$ cat config.mk
export PLATFORM = sky130hd
export DESIGN_NAME = divisor_enumerator
export DESIGN_NICKNAME = d
export VERILOG_FILES = /design/src/de_pkg.sv /design/src/de_datapath.sv /design/src/de_ctrl.sv /design/src/divisor_enumerator.sv
export SDC_FILE = /design/constraint.sdc
export NUM_CORES = 1
export LEC_CHECK = 0
export ABC_AREA = 1
export BUFFER_PORTS_ARGS = -buffer_cell sky130_fd_sc_hd__buf_4
export CORE_MARGIN = 2
export CORE_UTILIZATION = 46
export DETAILED_ROUTE_END_ITERATION = 10
export PLACE_DENSITY_LB_ADDON = 0.2
export SETUP_SLACK_MARGIN = 0.02
export SYNTH_ARGS = -nofsm -noshare
export SYNTH_HDL_FRONTEND = slang
export SYNTH_SLANG_ARGS = --single-unit
$ cat constraint.sdc
create_clock -name clk -period 1.9 [get_ports clk]
set_clock_uncertainty 0.05 [all_clocks]
set_input_delay 0.38 -clock clk [delete_from_list [all_inputs] [get_ports clk]]
set_output_delay 0.38 -clock clk [all_outputs]
set_load 0.01 [all_outputs]
$ cat src/de_pkg.sv
// de_pkg: shared constants, emit select codes and the controller/datapath
// command and status structs for the divisor enumerator. No dependencies.
package de_pkg;

  localparam int DATA_W         = 12;  // width of value and divisor ports
  localparam int POS_W          = 6;   // width of the position port
  localparam int VALUE_BITS_DEF = 12;  // default number of value bits used

  // which number goes out with an emit
  typedef enum logic [1:0] {
    SEL_ONE   = 2'd0,
    SEL_CAND  = 2'd1,
    SEL_VALUE = 2'd2
  } emit_sel_t;

  typedef struct packed {
    logic      load_value;  // capture the request value, clear count, set candidate to 2
    logic      start_div;   // begin a remainder of held value by candidate
    logic      div_step;    // one restoring step
    logic      inc_cand;    // move to the next candidate
    logic      emit;        // put a result in the output register
    emit_sel_t emit_sel;
    logic      emit_last;
  } de_cmd_t;

  typedef struct packed {
    logic value_zero;
    logic value_one;
    logic cand_in_range;  // candidate <= held value / 2
    logic div_done;
    logic rem_zero;
    logic out_free;       // output register empty or emptied this cycle
  } de_status_t;

endpackage

$ cat src/de_datapath.sv
// de_datapath: value and candidate registers, restoring remainder unit,
// divisor count and output register. Depends on de_pkg.
module de_datapath #(
  parameter int VALUE_BITS = de_pkg::VALUE_BITS_DEF
) (
  input  logic                      clk,
  input  logic                      rst,
  input  logic [de_pkg::DATA_W-1:0] value,
  input  de_pkg::de_cmd_t           cmd,
  output de_pkg::de_status_t        status,
  output logic                      out_valid,
  input  logic                      out_stall,
  output logic [de_pkg::DATA_W-1:0] divisor,
  output logic [de_pkg::POS_W-1:0]  position,
  output logic                      last
);

  localparam int CNT_W = $clog2(VALUE_BITS + 1);

  logic [VALUE_BITS-1:0]  held_value;
  logic [VALUE_BITS-1:0]  candidate;
  logic [de_pkg::POS_W-1:0] found_count;
  logic [VALUE_BITS-1:0]  rem;
  logic [VALUE_BITS-1:0]  dividend;
  logic [CNT_W-1:0]       step_cnt;

  logic [VALUE_BITS:0]    trial;
  logic [VALUE_BITS:0]    trial_diff;
  logic [VALUE_BITS-1:0]  emit_num;

  // shift in the next dividend bit and subtract when it fits
  assign trial      = {rem, dividend[VALUE_BITS-1]};
  assign trial_diff = trial - {1'b0, candidate};

  always_comb begin
    unique case (cmd.emit_sel)
      de_pkg::SEL_ONE:   emit_num = VALUE_BITS'(1);
      de_pkg::SEL_CAND:  emit_num = candidate;
      de_pkg::SEL_VALUE: emit_num = held_value;
      default:           emit_num = held_value;
    endcase
  end

  assign status.value_zero    = (held_value == '0);
  assign status.value_one     = (held_value == VALUE_BITS'(1));
  assign status.cand_in_range = (candidate <= (held_value >> 1));
  assign status.div_done      = (step_cnt == '0);
  assign status.rem_zero      = (rem == '0);
  assign status.out_free      = !out_valid || !out_stall;

  always_ff @(posedge clk) begin
    if (rst) begin
      held_value  <= '0;
      candidate   <= '0;
      found_count <= '0;
      step_cnt    <= '0;
      out_valid   <= 1'b0;
    end else begin
      if (cmd.load_value) begin
        held_value  <= value[VALUE_BITS-1:0];
        candidate   <= VALUE_BITS'(2);
        found_count <= '0;
      end
      if (cmd.inc_cand) begin
        candidate <= candidate + VALUE_BITS'(1);
      end
      if (cmd.start_div) begin
        step_cnt <= CNT_W'(VALUE_BITS);
      end else if (cmd.div_step) begin
        step_cnt <= step_cnt - CNT_W'(1);
      end
      if (cmd.emit) begin
        out_valid   <= 1'b1;
        found_count <= found_count + de_pkg::POS_W'(1);
      end else if (!out_stall) begin
        out_valid <= 1'b0;
      end
    end
  end

  // payload registers
  always_ff @(posedge clk) begin
    if (cmd.start_div) begin
      rem      <= '0;
      dividend <= held_value;
    end else if (cmd.div_step) begin
      rem      <= trial_diff[VALUE_BITS] ? trial[VALUE_BITS-1:0]
                                         : trial_diff[VALUE_BITS-1:0];
      dividend <= dividend << 1;
    end
    if (cmd.emit) begin
      divisor  <= de_pkg::DATA_W'(emit_num);
      position <= found_count + de_pkg::POS_W'(1);
      last     <= cmd.emit_last;
    end
  end

endmodule

$ cat src/de_ctrl.sv
// de_ctrl: state machine that sequences the candidates, the remainder steps
// and the emits of the divisor enumerator. Depends on de_pkg.
module de_ctrl (
  input  logic               clk,
  input  logic               rst,
  input  logic               in_valid,
  output logic               in_stall,
  input  de_pkg::de_status_t status,
  output de_pkg::de_cmd_t    cmd
);

  typedef enum logic [6:0] {
    S_IDLE     = 7'b0000001,
    S_CHECK    = 7'b0000010,
    S_EMIT_ONE = 7'b0000100,
    S_TEST     = 7'b0001000,
    S_DIV      = 7'b0010000,
    S_JUDGE    = 7'b0100000,
    S_EMIT_VAL = 7'b1000000
  } state_t;

  state_t state;
  state_t state_next;

  assign in_stall = (state != S_IDLE);

  always_comb begin
    state_next = state;
    cmd        = '0;
    cmd.emit_sel = de_pkg::SEL_ONE;
    unique case (state)
      S_IDLE: begin
        if (in_valid) begin
          cmd.load_value = 1'b1;
          state_next     = S_CHECK;
        end
      end
      S_CHECK: begin
        // zero has no divisors
        state_next = status.value_zero ? S_IDLE : S_EMIT_ONE;
      end
      S_EMIT_ONE: begin
        if (status.out_free) begin
          cmd.emit      = 1'b1;
          cmd.emit_sel  = de_pkg::SEL_ONE;
          cmd.emit_last = status.value_one;
          state_next    = status.value_one ? S_IDLE : S_TEST;
        end
      end
      S_TEST: begin
        if (status.cand_in_range) begin
          cmd.start_div = 1'b1;
          state_next    = S_DIV;
        end else begin
          state_next = S_EMIT_VAL;
        end
      end
      S_DIV: begin
        if (status.div_done) begin
          state_next = S_JUDGE;
        end else begin
          cmd.div_step = 1'b1;
        end
      end
      S_JUDGE: begin
        if (!status.rem_zero) begin
          cmd.inc_cand = 1'b1;
          state_next   = S_TEST;
        end else if (status.out_free) begin
          cmd.emit     = 1'b1;
          cmd.emit_sel = de_pkg::SEL_CAND;
          cmd.inc_cand = 1'b1;
          state_next   = S_TEST;
        end
      end
      S_EMIT_VAL: begin
        if (status.out_free) begin
          cmd.emit      = 1'b1;
          cmd.emit_sel  = de_pkg::SEL_VALUE;
          cmd.emit_last = 1'b1;
          state_next    = S_IDLE;
        end
      end
      default: begin
        state_next = S_IDLE;
      end
    endcase
  end

  always_ff @(posedge clk) begin
    if (rst) begin
      state <= S_IDLE;
    end else begin
      state <= state_next;
    end
  end

endmodule

$ cat src/divisor_enumerator.sv
// divisor_enumerator: top level, lists the divisors of a value in ascending
// order by trial division. Depends on de_pkg, de_ctrl and de_datapath.
//
//   channel  signals                       payload
//   in       in_valid / in_stall           value
//   out      out_valid / out_stall         divisor, position, last
//
// one request at a time; each candidate from 2 to value/2 is tested in turn on
// the single restoring remainder unit, and the next request can be taken in
// the cycle after the last emit
// reset clears the controller, the count and the output valid
// out_stall holds the result register and pauses the enumeration at the
// next divisor found; in_stall is high from acceptance to the last emit
module divisor_enumerator #(
  parameter int VALUE_BITS = de_pkg::VALUE_BITS_DEF
) (
  input  logic                      clk,
  input  logic                      rst,
  input  logic                      in_valid,
  output logic                      in_stall,
  input  logic [de_pkg::DATA_W-1:0] value,
  output logic                      out_valid,
  input  logic                      out_stall,
  output logic [de_pkg::DATA_W-1:0] divisor,
  output logic [de_pkg::POS_W-1:0]  position,
  output logic                      last
);

  de_pkg::de_cmd_t    cmd;
  de_pkg::de_status_t status;

  de_ctrl u_ctrl (
    .clk      (clk),
    .rst      (rst),
    .in_valid (in_valid),
    .in_stall (in_stall),
    .status   (status),
    .cmd      (cmd)
  );

  de_datapath #(
    .VALUE_BITS (VALUE_BITS)
  ) u_datapath (
    .clk       (clk),
    .rst       (rst),
    .value     (value),
    .cmd       (cmd),
    .status    (status),
    .out_valid (out_valid),
    .out_stall (out_stall),
    .divisor   (divisor),
    .position  (position),
    .last      (last)
  );

endmodule

* Yosys cells after proc, flatten, opt, wreduce, memory -nomap -nowiden
Index checks and enable logic that the tools add are counted.
** Operators by class
- Multiplexer cells :: 35
- Equality and inequality tests :: 16
- Reduce and logical (&&, ||, !) cells :: 12
- $lt $le $gt $ge :: 1
- Add/subtract/negate cells :: 4
** Operators by type and width (count)
- 12-bit 2-to-1 mux :: 5
- 7-bit 2-to-1 mux :: 7
- 7-bit case mux with 7 select lines :: 1
- 12-bit logical NOT :: 2
- 12-bit case mux with 2 select lines :: 1
- 4-bit 2-to-1 mux :: 5
- 13-bit by 12-bit subtractor with 13-bit output :: 1
- 12-bit by 1-bit adder with 12-bit output (second input constant) :: 1
- 12-bit by 1-bit == test with 1-bit output (second input constant) :: 1
- 12-bit by 11-bit less-or-equal comparator with 1-bit output :: 1
- 6-bit 2-to-1 mux :: 2
- 1-bit 2-to-1 mux :: 10
- 3-bit case mux with 3 select lines :: 1
- 2-bit != test (second input constant) :: 4
- 7-bit by 1-bit == test with 1-bit output (second input constant) :: 1
- 7-bit by 2-bit == test with 1-bit output (second input constant) :: 1
- 7-bit by 3-bit == test with 1-bit output (second input constant) :: 1
- 7-bit by 4-bit == test with 1-bit output (second input constant) :: 1
- 7-bit by 5-bit == test with 1-bit output (second input constant) :: 1
- 7-bit by 6-bit == test with 1-bit output (second input constant) :: 1
- 7-bit == test (second input constant) :: 1
- 7-bit by 1-bit != test with 1-bit output (second input constant) :: 1
- 6-bit by 1-bit adder with 6-bit output (second input constant) :: 1
- 3-bit 2-to-1 mux :: 2
- 12 further kinds :: 15
** Word-level totals
- Register bits after elaboration :: 85
- Output and inout bits :: 21

* Logic depth before layout (Yosys ltp)
- Word-level depth :: 7
- Mapped depth :: 14
- Depth with buffers taken out :: 14

* By module
Synthesis repeated with hierarchy kept, for this count alone.
** Second synthesis, totals
- Cells, all modules :: 640
- Area total of the unflattened synthesis :: 4827.1 sq um
** By module, submodules not included
- de_datapath :: seq. area each 1871.8 sq um, cells an instance 538, area an instance 4246.6 sq um, instances 1
- de_ctrl :: seq. area each 140.1 sq um, cells an instance 102, area an instance 580.6 sq um, instances 1

* Least setup slack after synthesis
Ideal clock, no wire load.
- Path kind :: register to register
- Start point :: register u_datapath.held_value[11]
- End point :: register u_datapath.dividend[0], enable pin
- Path buffers :: 2
- Data required time :: 1.500 ns
- Cell stages (with the launch flop) :: 12
- Clock period less this slack :: 2.121 ns
- Slack :: -0.221 ns
- Data arrival time :: 1.721 ns
- Cells stage by stage :: dfxtp_1 inv_1 ha_1 nand2_1 nand2_1 a31oi_1 nand3_2 nand2_2 nand2_2 buf_6 buf_8 nand2_1
** Between the ends
- Cells in the longest elaborated chain, start to end :: 4
** RTL lines
- start, declared :: line de_datapath.sv:20 : logic [VALUE_BITS-1:0] held_value;
- start signal, assigned :: line de_datapath.sv:60 : held_value <= value[VALUE_BITS-1:0];
- 12-bit by 11-bit less-or-equal comparator with 1-bit output :: line de_datapath.sv:46 : assign status.cand_in_range = (candidate <= (held_value >> 1));
- 1-bit 2-to-1 mux :: line de_ctrl.sv:51 : if (status.cand_in_range) begin
- 1-bit 2-to-1 mux :: line de_ctrl.sv:31 : unique case (state)
- 2-bit nonzero test (no line)
- end signal, assigned :: line de_datapath.sv:85 : dividend <= held_value;
- end signal, assigned :: line de_datapath.sv:89 : dividend <= dividend << 1;
- end, declared :: line de_datapath.sv:24 : logic [VALUE_BITS-1:0] dividend;
Every way passes these cells.
A chain may end at the register's enable or synchronous reset.

* Worst setup path after layout
- Start point :: register u_datapath.dividend[11]
- End point :: register u_datapath.rem[3]
** Between the ends
- Cells in the longest elaborated chain, start to end :: 2
** RTL lines
- 13-bit by 12-bit subtractor with 13-bit output :: line de_datapath.sv:33 : assign trial_diff = trial - {1'b0, candidate};
- 12-bit 2-to-1 mux :: line de_datapath.sv:87 : rem <= trial_diff[VALUE_BITS] ? trial[VALUE_BITS-1:0]
- end signal, assigned :: line de_datapath.sv:87
- end, declared :: line de_datapath.sv:23 : logic [VALUE_BITS-1:0] rem;
Every way passes these cells.

==> results.sh <==
export IMPL_gp_congestion=0.892
export IMPL_rsz0062_at_grt="true"
export IMPL_placed_area_mm2=0.00589
export IMPL_antenna_left=0
export IMPL_core_mm2=0.0104
export IMPL_grt_pass1_vias=4622
export IMPL_setup_worst_path_start_class="flip-flop"
export IMPL_path_cells="inv_2 > ha_4 > inv_2 > fa_2 > nand3_2 > nand3_4 > nand3_4 > nand3_2 > nand2_2 > nand2_2 > buf_6 > nand2_1 > nand3_1 > nand2_1"
export IMPL_die_area_mm2=0.0117
export IMPL_violations="negative setup slack"
export IMPL_stdcell_area_mm2=0.00633
export IMPL_grt_overflow=0
export IMPL_numCtsBuffers=9
export IMPL_tightest_slew_ps=473
export IMPL_groute_usage_overall=0.242
export IMPL_yosys_warnings=0
export IMPL_firstDrtPassIters=6
export IMPL_slowest_stage="edfxtp_1"
export IMPL_synth_edf_count=31
export IMPL_die_h_um=108
export IMPL_cp_arrival_ps=2310
export IMPL_io_buffer_count=36
export IMPL_status="finished, violations left"
export IMPL_critical_path_class="flip-flop to flip-flop"
export IMPL_critPathMaxFanout=5
export IMPL_syn_to_final_growth_pct=27.1
export IMPL_root_buffer="clkbuf_8"
export IMPL_boundaryPins=37
export IMPL_async_reset_ff_frac=0
export IMPL_clock_fmax_mhz=489
export IMPL_synth_fp_nets=696
export IMPL_setup_ws_ps=-143
export IMPL_hpwl_mm=10.3
export IMPL_drtIter0Drc=264
export IMPL_final_max_slew_viol_count=0
export IMPL_finalSetupViolCount=24
export IMPL_vias=4732
export IMPL_clk_latency_ps=370
export IMPL_nNetsFinal=803
export IMPL_max_stage_delay_ps=440
export IMPL_cts_buffer_depth=2
export IMPL_ys_flop_type="dfxtp_1"
export IMPL_drc_errors=0
export IMPL_num_antenna_cells=0
export IMPL_row_count=37
export IMPL_crit_family="simple AND/OR/NAND/NOR gates"
export IMPL_final_cell_mix="nand2_1, buf_4, inv_1"
export IMPL_drive_gt1_frac=0.281
export IMPL_holdWs_ps=230
export IMPL_p_leak_nw=2.85
export IMPL_wirelength_mm=13.4
export IMPL_required_ps=2170
export IMPL_clkTransAtPathRegs_ps=90
export IMPL_relSlewSlack=0.684
export IMPL_viasPerCell=5.26
export IMPL_hold_class="input port to flip-flop"
export IMPL_netlist_instances=652
export IMPL_avgSynthCellArea_um2=7.64
export IMPL_critPathBufInv=3
export IMPL_peakVddDrop_mv=0.704
export IMPL_final_common_cell="nand2_1"
export IMPL_cellPowerDensity_mw_per_mm2=1000
export IMPL_cts_max_level=3
export IMPL_post_route_period_util=1.08
export IMPL_clkSinkCount=85
export IMPL_cts_tree="done"
export IMPL_wl_per_cell_um=14.9
export IMPL_start_util=0.478
export IMPL_fin_util=0.608
export IMPL_netlist_area_mm2=0.00498
export IMPL_maxCapViolCount=0
export IMPL_worst_setup_path_end_kind="flip-flop"
export IMPL_grt_pass1_wl_mm=21.7
export IMPL_ys_ff_latch=85
export IMPL_finalHoldViolations=0
export IMPL_die_w_um=108
export IMPL_yosysUniqueCellTypes=39
export IMPL_grt_max_degree=26
export IMPL_fin_crit_ps=2040
export IMPL_grt_antenna_before_repair=0
export IMPL_ys_seq_area_frac=0.404
==> worst paths after layout <==
kind / startpoint / endpoint / slack [ps] / cells past startpoint
min reg2reg: u_datapath.step_cnt[0] / u_datapath.step_cnt[0] / 420 / 2
min: value[1] / u_datapath.held_value[1] / 230 / 3
max: u_datapath.dividend[11] / u_datapath.rem[3] / -140 / 14
max reg2reg: u_datapath.dividend[11] / u_datapath.rem[3] / -140 / 14
==> cells by family after synthesis <==
logic type               count (synthesis)  share of synthesized area
flip-flops                              85                      0.404
XOR/XNOR                                13                     0.0229
AND/OR/NAND/NOR                        307                      0.293
adder cells (fa/ha/maj)                 28                     0.0718
AO/OA/AOI/OAI                          100                      0.106
buffers and inverters                  119                      0.102
==> Yosys cell counts (all sizes together), types with 2 or more instances <==
library cell / count / area [um^2]
xnor2: 5 / 43.8
nor3: 7 / 51.3
nor2: 46 / 220
nand4: 13 / 93.8
a21oi: 47 / 243
inv: 100 / 375
o22ai: 13 / 81.3
clkbuf: 4 / 15.0
nand3: 73 / 420
clkinv: 2 / 12.5
edfxtp: 31 / 931
ha: 27 / 338
nand2: 165 / 654
buf: 13 / 105
dfxtp: 54 / 1080
o21ai: 37 / 185
xor2: 8 / 70.1
==> per-layer routing <==
layer | track usage | wire length [um] | vias to the layer above
li1 | - | - | 2352
met1 | 0.296 | 5760 | 2221
met2 | 0.416 | 6590 | 134
met3 | 0.0633 | 810 | 25
met4 | 0.0824 | 259 | 0
met5 | 0 | 0 | -
==> per-stage QoR <==
| stage | instances | setup TNS [ps] | setup slack, ps | total power [mW] |
|---|---|---|---|---|
| 6_report | 900 | -1640 | -143 | 6.36 |
| 5_1_grt | 900 | -4480 | -252 | 6.80 |
| 3_3_place_gp | 877 | -1430 | -129 | 4.72 |
| 3_5_place_dp | 877 | -2160 | -189 | 4.77 |
| 2_1_floorplan | 652 | 0 | 21.6 | 3.91 |
| 4_1_cts | 895 | -1130 | -106 | 6.27 |
==> worst reg2reg max path: stages (launching register included) <==
cell and delay (ps):
edfxtp_1 440, inv_2 100, ha_4 130, inv_2 40, fa_2 370, nand3_2 90, nand3_4 100, nand3_4 90
nand3_2 90, nand2_2 110, nand2_2 70, buf_6 140, nand2_1 50, nand3_1 70, nand2_1 60
==> where the power goes <==
part	leakage, nW	switching [mW]	internal [mW]
registers	0.743	0.129	2.08
logic	2.00	1.65	1.11
clock network	0.109	0.674	0.720
total	2.85	2.46	3.90
==> cell type report <==
type | count | area [um^2]
Fill cell | 943 | 4080
Multi-Input combinational cell | 448 | 2620
Sequential cell | 85 | 2020
Timing Repair Buffer | 113 | 910
Inverter | 102 | 390
Tap cell | 136 | 170
Clock buffer | 12 | 165
Clock inverter | 4 | 55.1
==> registers in the layout, summed over array words and instances, names as in the netlist <==
register                flops
u_ctrl.state                7
u_datapath.candidate       12
u_datapath.dividend        12
u_datapath.divisor         12
u_datapath.found_count      6
u_datapath.held_value      12
u_datapath.last             1
u_datapath.out_valid        1
u_datapath.position         6
u_datapath.rem             12
u_datapath.step_cnt         4
==> what timing repair did <==
| item | 4_1_cts | 5_1_grt |
|---|---|---|
| hold buffers | 0 | 0 |
| gates resized for setup | 25 | 20 |
| setup buffers | 2 | 4 |
| gates cloned | 0 | 1 |
| pin swaps | 2 | 6 |
| setup endpoints to repair | 34 | 82 |
No activity file was read; power rests on OpenSTA's default activity.
